`config.mk`:
```
export PLATFORM = sky130hd
export DESIGN_NAME = utf8_to_ucs2_decoder
export DESIGN_NICKNAME = d
export VERILOG_FILES = /design/src/sv/utf8dec_pkg.sv /design/src/sv/utf8_to_ucs2_decoder.sv /design/src/sv/utf8dec_core.sv
export VERILOG_INCLUDE_DIRS = /design/src /design/src/sv
export SDC_FILE = /design/constraint.sdc
export NUM_CORES = 1
export LEC_CHECK = 0
export BUFFER_PORTS_ARGS = -buffer_cell sky130_fd_sc_hd__buf_4
export CAP_MARGIN = 25
export CORE_MARGIN = 1
export CORE_UTILIZATION = 51
export DETAILED_ROUTE_END_ITERATION = 8
export GPL_TIMING_DRIVEN = 0
export PLACE_DENSITY_LB_ADDON = 0.1
export SYNTH_ARGS = -nofsm -noshare
export SYNTH_HDL_FRONTEND = slang
export SYNTH_HIERARCHICAL = 1
export SYNTH_SLANG_ARGS = --single-unit
```
`constraint.sdc`:
```
create_clock -name clk -period 5.4 [get_ports clk]
set_input_delay 0.81 -clock clk [delete_from_list [all_inputs] [get_ports clk]]
set_output_delay 0.81 -clock clk [all_outputs]
set_load 0.01 [all_outputs]
```
`src/sv/utf8_to_ucs2_decoder_defines.svh`:
```
// Shared assertion macros for the UTF-8 to UCS-2 decoder.
// They expect clk and rst (synchronous, active high) in the using module.
`ifndef UTF8_TO_UCS2_DECODER_DEFINES_SVH
`define UTF8_TO_UCS2_DECODER_DEFINES_SVH

// cons holds in the same cycle as ante
`define U2U_ASSERT_SAME(label, ante, cons, msg) \
  label: assert property (@(posedge clk) disable iff (rst) (ante) |-> (cons)) \
    else $error(msg);

// cons holds in the cycle after ante
`define U2U_ASSERT_NEXT(label, ante, cons, msg) \
  label: assert property (@(posedge clk) disable iff (rst) (ante) |=> (cons)) \
    else $error(msg);

`endif

```
`src/sv/utf8dec_pkg.sv`:
```
package utf8dec_pkg;

  localparam logic [7:0] ASCII_MASK     = 8'h80;
  localparam logic [7:0] TWO_BYTE_MASK  = 8'h20;
  localparam logic [7:0] LEAD2_MASK     = 8'h1f;
  localparam logic [7:0] CONT_MASK      = 8'h3f;
  localparam logic [7:0] LEAD3_MASK     = 8'h0f;

  localparam logic [15:0] CAPACITY_RESET = 16'd256;

  // continuation bytes still expected
  localparam logic [1:0] PEND_NONE = 2'd0;
  localparam logic [1:0] PEND_ONE  = 2'd1;
  localparam logic [1:0] PEND_TWO  = 2'd2;

  typedef struct packed {
    logic        valid;
    logic [15:0] code_unit;
    logic        is_end;
    logic [15:0] byte_count;
  } result_t;

endpackage

```
`src/sv/utf8_to_ucs2_decoder.sv`:
```
// Channel  Handshake                    Payload
// in       in_valid / in_stall          in_byte
// out      out_valid / out_stall        code_unit, is_end, byte_count
// cfg      cfg_wr_en                    cfg_wr_data (capacity_bytes)
//
// One word per cycle sustained while out_stall is low; out_valid is a registered output.
// Input register -> decode with string state -> output register.
// A word with no result (lead, non-final continuation, overflow) leaves out_valid low.
// rst clears string state, both valids, and sets capacity to 256 bytes.
// out_stall holds the output register; the input register then fills and in_stall rises.
`include "utf8_to_ucs2_decoder_defines.svh"

module utf8_to_ucs2_decoder
  import utf8dec_pkg::*;
(
  input  logic        clk,
  input  logic        rst,
  input  logic        in_valid,
  output logic        in_stall,
  input  logic [7:0]  in_byte,
  output logic        out_valid,
  input  logic        out_stall,
  output logic [15:0] code_unit,
  output logic        is_end,
  output logic [15:0] byte_count,
  input  logic        cfg_wr_en,
  input  logic [15:0] cfg_wr_data
);

  logic [15:0] capacity;
  logic        s1_valid;
  logic [7:0]  s1_byte;
  logic        out_free;
  logic        s1_advance;
  logic        in_take;
  result_t     step_res;

  assign out_free   = !out_valid || !out_stall;
  assign s1_advance = s1_valid && out_free;
  assign in_stall   = s1_valid && !out_free;
  assign in_take    = in_valid && !in_stall;

  always_ff @(posedge clk) begin
    if (rst) begin
      capacity <= CAPACITY_RESET;
    end else if (cfg_wr_en) begin
      capacity <= cfg_wr_data;
    end
  end

  always_ff @(posedge clk) begin
    if (rst) begin
      s1_valid <= 1'b0;
    end else if (in_take) begin
      s1_valid <= 1'b1;
    end else if (s1_advance) begin
      s1_valid <= 1'b0;
    end
    if (in_take) begin
      s1_byte <= in_byte;
    end
  end

  utf8dec_core u_core (
    .clk      (clk),
    .rst      (rst),
    .step_en  (s1_advance),
    .byte_in  (s1_byte),
    .capacity (capacity),
    .result   (step_res)
  );

  always_ff @(posedge clk) begin
    if (rst) begin
      out_valid <= 1'b0;
    end else if (out_free) begin
      out_valid <= s1_advance && step_res.valid;
    end
    if (out_free && s1_advance && step_res.valid) begin
      code_unit  <= step_res.code_unit;
      is_end     <= step_res.is_end;
      byte_count <= step_res.byte_count;
    end
  end

  `U2U_ASSERT_SAME(a_stall_needs_word, in_stall, s1_valid && out_valid,
    "input stalled with room downstream")
  `U2U_ASSERT_SAME(a_end_zero_unit, out_valid && is_end, code_unit == 16'd0,
    "end word carries a code unit")
  `U2U_ASSERT_SAME(a_unit_no_count, out_valid && !is_end, byte_count == 16'd0,
    "code unit word carries a byte count")

endmodule

```
`src/sv/utf8dec_core.sv`:
```
`include "utf8_to_ucs2_decoder_defines.svh"

module utf8dec_core
  import utf8dec_pkg::*;
(
  input  logic        clk,
  input  logic        rst,
  input  logic        step_en,
  input  logic [7:0]  byte_in,
  input  logic [15:0] capacity,
  output result_t     result
);

  logic [15:0] unit_count, unit_count_next;
  logic [1:0]  bytes_pending, bytes_pending_next;
  logic [15:0] partial_code, partial_code_next;
  logic        capacity_reached, capacity_reached_next;

  logic [7:0]  cont_bits, lead2_bits, lead3_bits;
  logic [15:0] merged_code;
  logic [17:0] needed_bytes;
  logic        cap_fail;

  assign cont_bits  = byte_in & CONT_MASK;
  assign lead2_bits = byte_in & LEAD2_MASK;
  assign lead3_bits = byte_in & LEAD3_MASK;

  // first continuation of a three-byte sequence lands in bits 11:6
  assign merged_code = (bytes_pending == PEND_TWO)
                     ? (partial_code | {4'd0, cont_bits[5:0], 6'd0})
                     : (partial_code | {10'd0, cont_bits[5:0]});

  assign needed_bytes = {1'b0, unit_count, 1'b0} + 18'd2;
  assign cap_fail     = needed_bytes >= {2'd0, capacity};

  always_comb begin
    unit_count_next       = unit_count;
    bytes_pending_next    = bytes_pending;
    partial_code_next     = partial_code;
    capacity_reached_next = capacity_reached;
    result                = '0;

    if (byte_in == 8'd0) begin
      result.valid          = 1'b1;
      result.is_end         = 1'b1;
      result.byte_count     = {unit_count[14:0], 1'b0};
      unit_count_next       = '0;
      bytes_pending_next    = PEND_NONE;
      partial_code_next     = '0;
      capacity_reached_next = 1'b0;
    end else if (bytes_pending != PEND_NONE) begin
      partial_code_next  = merged_code;
      bytes_pending_next = bytes_pending - 2'd1;
      if (bytes_pending == PEND_ONE) begin
        result.valid     = 1'b1;
        result.code_unit = merged_code;
        unit_count_next  = unit_count + 16'd1;
      end
    end else if (capacity_reached) begin
      // string overflowed: drop the rest
    end else if (cap_fail) begin
      capacity_reached_next = 1'b1;
    end else if ((byte_in & ASCII_MASK) == 8'd0) begin
      result.valid     = 1'b1;
      result.code_unit = {8'd0, byte_in};
      unit_count_next  = unit_count + 16'd1;
    end else if ((byte_in & TWO_BYTE_MASK) == 8'd0) begin
      partial_code_next  = {5'd0, lead2_bits[4:0], 6'd0};
      bytes_pending_next = PEND_ONE;
    end else begin
      partial_code_next  = {lead3_bits[3:0], 12'd0};
      bytes_pending_next = PEND_TWO;
    end
  end

  always_ff @(posedge clk) begin
    if (rst) begin
      unit_count       <= '0;
      bytes_pending    <= PEND_NONE;
      partial_code     <= '0;
      capacity_reached <= 1'b0;
    end else if (step_en) begin
      unit_count       <= unit_count_next;
      bytes_pending    <= bytes_pending_next;
      partial_code     <= partial_code_next;
      capacity_reached <= capacity_reached_next;
    end
  end

  `U2U_ASSERT_SAME(a_pend_legal, 1'b1,
    bytes_pending == PEND_NONE || bytes_pending == PEND_ONE || bytes_pending == PEND_TWO,
    "pending count out of range")
  `U2U_ASSERT_NEXT(a_end_clears, step_en && byte_in == 8'd0,
    unit_count == 16'd0 && bytes_pending == PEND_NONE && !capacity_reached,
    "string state not cleared after terminator")
  `U2U_ASSERT_SAME(a_full_idle, capacity_reached, bytes_pending == PEND_NONE,
    "sequence pending after capacity ran out")

endmodule

```
Word level (Yosys, flattened, before mapping)
Cells that the tools add are included.
{"block": "totals", "ff_bits": 94, "in_bits": 29}
{"block": "op_classes", "eq_ne": 7, "addsub": 3, "reduce_logical": 20, "muxes": 32, "bitwise": 2, "order_cmp": 1}
{"op": "$mux 16", "n": 13}
{"op": "$mux 17", "n": 6}
{"op": "$logic_not 8->1", "n": 3}
{"op": "$add 17x2->18 const B", "n": 1}
{"op": "$ge 18x16->1", "n": 1}
{"op": "$add 16x1->16 const B", "n": 1}
{"op": "$or 16x12->16", "n": 1}
{"op": "$or 16x6->16", "n": 1}
{"op": "$mux 2", "n": 6}
{"op": "$mux 1", "n": 7}
{"op": "$logic_and 1x1->1", "n": 6}
{"op": "$ne 3x3->1 const B", "n": 2}
{"op": "$reduce_and 5->1", "n": 1}
{"op": "$logic_not 1->1", "n": 4}
{"op": "$reduce_and 4->1", "n": 1}
{"op": "$reduce_bool 2->1", "n": 2}
{"op": "$ne 3x1->1 const B", "n": 1}
{"op": "$ne 3x2->1 const B", "n": 1}
{"op": "$reduce_bool 3->1", "n": 1}
{"op": "$eq 2x1->1 const B", "n": 1}
{"op": "$eq 2x2->1 const B", "n": 1}
{"op": "$ne 2x1->1 const B", "n": 1}
{"op": "$reduce_and 2->1", "n": 1}
{"op": "$sub 2x1->2 const B", "n": 1}
{"op": "$logic_or 1x1->1", "n": 1}

Logic depth before layout (Yosys ltp)
{"block": "depth", "word_depth": 7, "ltp_mapped": 16}

Modules after synthesis
Netlist, hierarchy kept.
{"mod": "utf8dec_core", "cells_each": 292, "n_inst": 1, "seq_area_each_um2": 700.7, "area_per_inst_um2": 2431.1}
{"mod": "utf8_to_ucs2_decoder", "cells_each": 105, "n_inst": 1, "seq_area_each_um2": 1591.5, "area_per_inst_um2": 1899.3}

Worst setup path before layout
OpenSTA, ideal clock, no wires.
{"block": "synth_path", "path_type": "register to register", "from": "register u_core.unit_count[0]", "to": "register byte_count[0], enable pin", "arrival_ns": 4.621, "t_required_ns": 4.966, "stages_incl_launch_ff": 16, "slack_ns": 0.345, "n_path_buf": 0, "synth_period_minus_slack_ns": 5.055, "path_cell_list": "dfxtp_1 -> ha_1 -> nand3_1 -> nor2_1 -> and2_1 -> nand3_1 -> nor2_1 -> xor2_1 -> ha_1 -> a211o_1 -> a311oi_4 -> o211ai_2 -> o21ba_4 -> o21ai_0 -> nand2_1 -> a21oi_1"}
{"item": "start, declared", "line_no": "utf8dec_core.sv:14", "text": "logic [15:0] unit_count, unit_count_next;"}
{"item": "start signal, assigned", "line_no": "utf8dec_core.sv:83", "text": "unit_count <= unit_count_next;"}
{"item": "end signal, assigned", "line_no": "utf8_to_ucs2_decoder.sv:82", "text": "byte_count <= step_res.byte_count;"}
{"item": "end, declared", "line_no": "utf8_to_ucs2_decoder.sv:25", "text": "output logic [15:0] byte_count,"}

==> run metrics <==
Die X between 90 and 100 um; synthesized area 4330 um2; DIE AREA approximately 8900 um2; fmax between 200 and 250 MHz; fin crit period 4.33 ns; EDFF count, synth roughly 40; Max Transition Viols Final 0; Clock Tree Root clkbuf_8; drt initial violations ~250; Max-slew headroom 41.3%; diodes inserted 0; post_cts resized 0; FP Rows 33; Syn. warnings 6; Yosys reg bits 94; worst-margin pin slew 0.873 ns; post-synthesis cell count 397; worst-path maximum fanout 32; Worst Setup Start Kind flip-flop; Setup Crit Path Kind flip-flop to flip-flop; routed vias/inst between 5 and 6; Worst R2R Path Depth 16; boundary pin count 64; syn avg cell area between 10 and 15 um2; part of the Yosys area used for sequential elements a little over half; dpl cells roughly 560; Synth async-reset ratio 0%; final net count 515; CTS Buffer Depth 2; post-synthesis net count 442; number of global-route vias before repair between 2,000 and 3,000; Distinct cells, synth between 50 and 60; clk_lat worst skew 0.35 ns; Worst Clk Skew between 0.006 and 0.007 ns; hpwl dp approximately 6100 um; Vias 3,117; Placeable Area 8220 um2; drt total wl a little over 8000 um; CP arrival roughly 4.4 ns; wire per inst ~14 um; reg2reg start u_core/unit_count[1]; Final ANT Viol Nets 0; placed cell area between 4000 and 5000 um2; clock transition at the registers of the reported paths around 0.08 ns; critical path capture point byte_count[5]; Worst Setup SP u_core/unit_count[1]; Max Cap Viol 0; largest net degree at the start of global routing 33; Hold Path Class flip-flop to flip-flop; first-pass GRT wire length about 14,000 um; initial antenna violation count 0; # DRC 0; Pre-Repair DR Iteration Count 4; Finished Layout Cells 580; VDD IR max about 0.15 mV; outcome completed; total CTS buffers 9; # setup viols final 0; H-tree Lvls 3; Layout area overhead 19.5%; PortBufs about 60; power per cell area 273 nW/um2; Required @ worst endpoint between 5 and 6 ns; GR Overflow Total 0; R2R setup slack 1.07 ns; commonest non-fill, non-tap cells in the layout buf_4 (64), dfxtp_1 (53), edfxtp_1 (41); RSZ-0062 raised after global routing false; Starting Density about 53%; main flop type after synthesis dfxtp_1; layout cells sized above 1 a little under a quarter; RR Endpoint byte_count[5]; Lkg Pwr approximately 2.2 nW; Final Cell Area roughly 5200 um2; Pwr Total roughly 1.4 mW; CTS tree yes; Hold Violations, Final 0; Worst Setup End Kind flip-flop; hold buffers post-CTS 0; postcts setup bufs 0; CTS Sinks between 90 and 100; GRT Resource Usage Total just over 20%; Die Ht 94.1 um; post-route clock period utilization between 80 and 90%; Filler cells 665; commonest non-fill, non-tap cell in the layout buf_4; Final GP Congestion between 0.8 and 0.9
[state kept, by name, summed over array words and instances, names as in the netlist]
register                 cells
u_core/capacity_reached      1
out_valid                    1
u_core/bytes_pending         2
s1_byte                      8
is_end                       1
s1_valid                     1
u_core/unit_count           16
u_core/partial_code         16
capacity                    16
code_unit                   16
byte_count                  16
[metal layers]
metal / vias up / GRT usage (%) / share of wire [%]
met5: - / 0 / 0
met2: 90 / 28.9 / 42
met4: 0 / 9.36 / 1.8
li1: 1589 / - / -
met3: 11 / 3.80 / 4.8
met1: 1427 / 29.2 / 51
[worst max-delay path: stages, from the launching register on]
cell and delay [ns]:
dfxtp_1 0.44, ha_1 0.25, nand3_1 0.23, nor2_1 0.23
and2_1 0.21, nand3_1 0.18, nor2_1 0.17, xor2_1 0.22
ha_1 0.28, a211o_1 0.29, a311oi_4 0.34, o211ai_2 0.17
o21ba_4 0.26, o21ai_0 0.21, nand2_1 0.14, a21oi_4 0.17
buf_12 0.21
[synth_stat cells (12+ instances only)]
| master | instances | area, um2 |
|---|---|---|
| o21ai_0 | 12 | 60.1 |
| and3_1 | 24 | 150 |
| inv_1 | 21 | 78.8 |
| nor2_1 | 37 | 139 |
| dfxtp_1 | 53 | 1060 |
| mux2i_1 | 15 | 150 |
| ha_1 | 16 | 200 |
| a21oi_1 | 26 | 130 |
| nand2_1 | 27 | 101 |
| edfxtp_1 | 41 | 1230 |
[stage by stage]
stage / TNS [ns] / utilization, % / hold slack (ns) / worst slack [ns]
detailed placement: 0 / 60.3 / 0.443 / 1.11
global route: 0 / 63.0 / 0.472 / 0.734
floorplan: 0 / - / 0.424 / 0.345
global placement: -20.66 / 59.9 / 0.445 / -0.629
finish: 0 / 63.0 / 0.465 / 1.07
CTS: 0 / 63.0 / 0.466 / 1.09
[cell families after synthesis]
family                     after synthesis  share of synthesized area (%)
other                                    1                         0.0866
DFF                                     94                           52.9
muxes                                   16                           3.73
adders and majority gates               16                           4.62
buffers and inverters                   39                           5.35
and+or+nand+nor                        129                           15.5
AOI/OAI and AO/OA                       89                           15.2
xor gates and xnor gates                13                           2.63
[cell type report]
type,count,area (um2),share of cell area [%]
Timing Repair Buffer,62,478,9.23
Multi-Input combinational cell,264,1820,35.1
Clock buffer,11,141,2.73
Buffer,18,153,2.95
Tap cell,105,131,2.54
Inverter,21,78.8,1.52
Sequential cell,94,2290,44.3
Clock inverter,5,83.8,1.62
[power by group]
group / internal, mW / total, mW / leakage [nW] / switching [mW]
Combinational: 0.0598 / 0.128 / 1.26 / 0.0680
Clock: 0.274 / 0.505 / 0.106 / 0.231
Sequential: 0.764 / 0.778 / 0.825 / 0.0138
Total: 1.10 / 1.41 / 2.20 / 0.313
[worst min path at each step]
stage | depth (start not counted) | to | start | slack, ns
6_report | 1 | u_core/partial_code[10] | u_core/partial_code[10] | 0.47
5_1_grt | 1 | u_core/partial_code[10] | u_core/partial_code[10] | 0.47
4_1_cts | 1 | u_core/partial_code[10] | u_core/partial_code[10] | 0.47
3_5_place_dp | 1 | u_core/partial_code[10] | u_core/partial_code[10] | 0.44
3_3_place_gp | 2 | u_core/partial_code[2] | u_core/partial_code[2] | 0.44
2_1_floorplan | 1 | u_core/partial_code[10] | u_core/partial_code[10] | 0.42
Note: power is estimated with default switching activity, not from simulation.
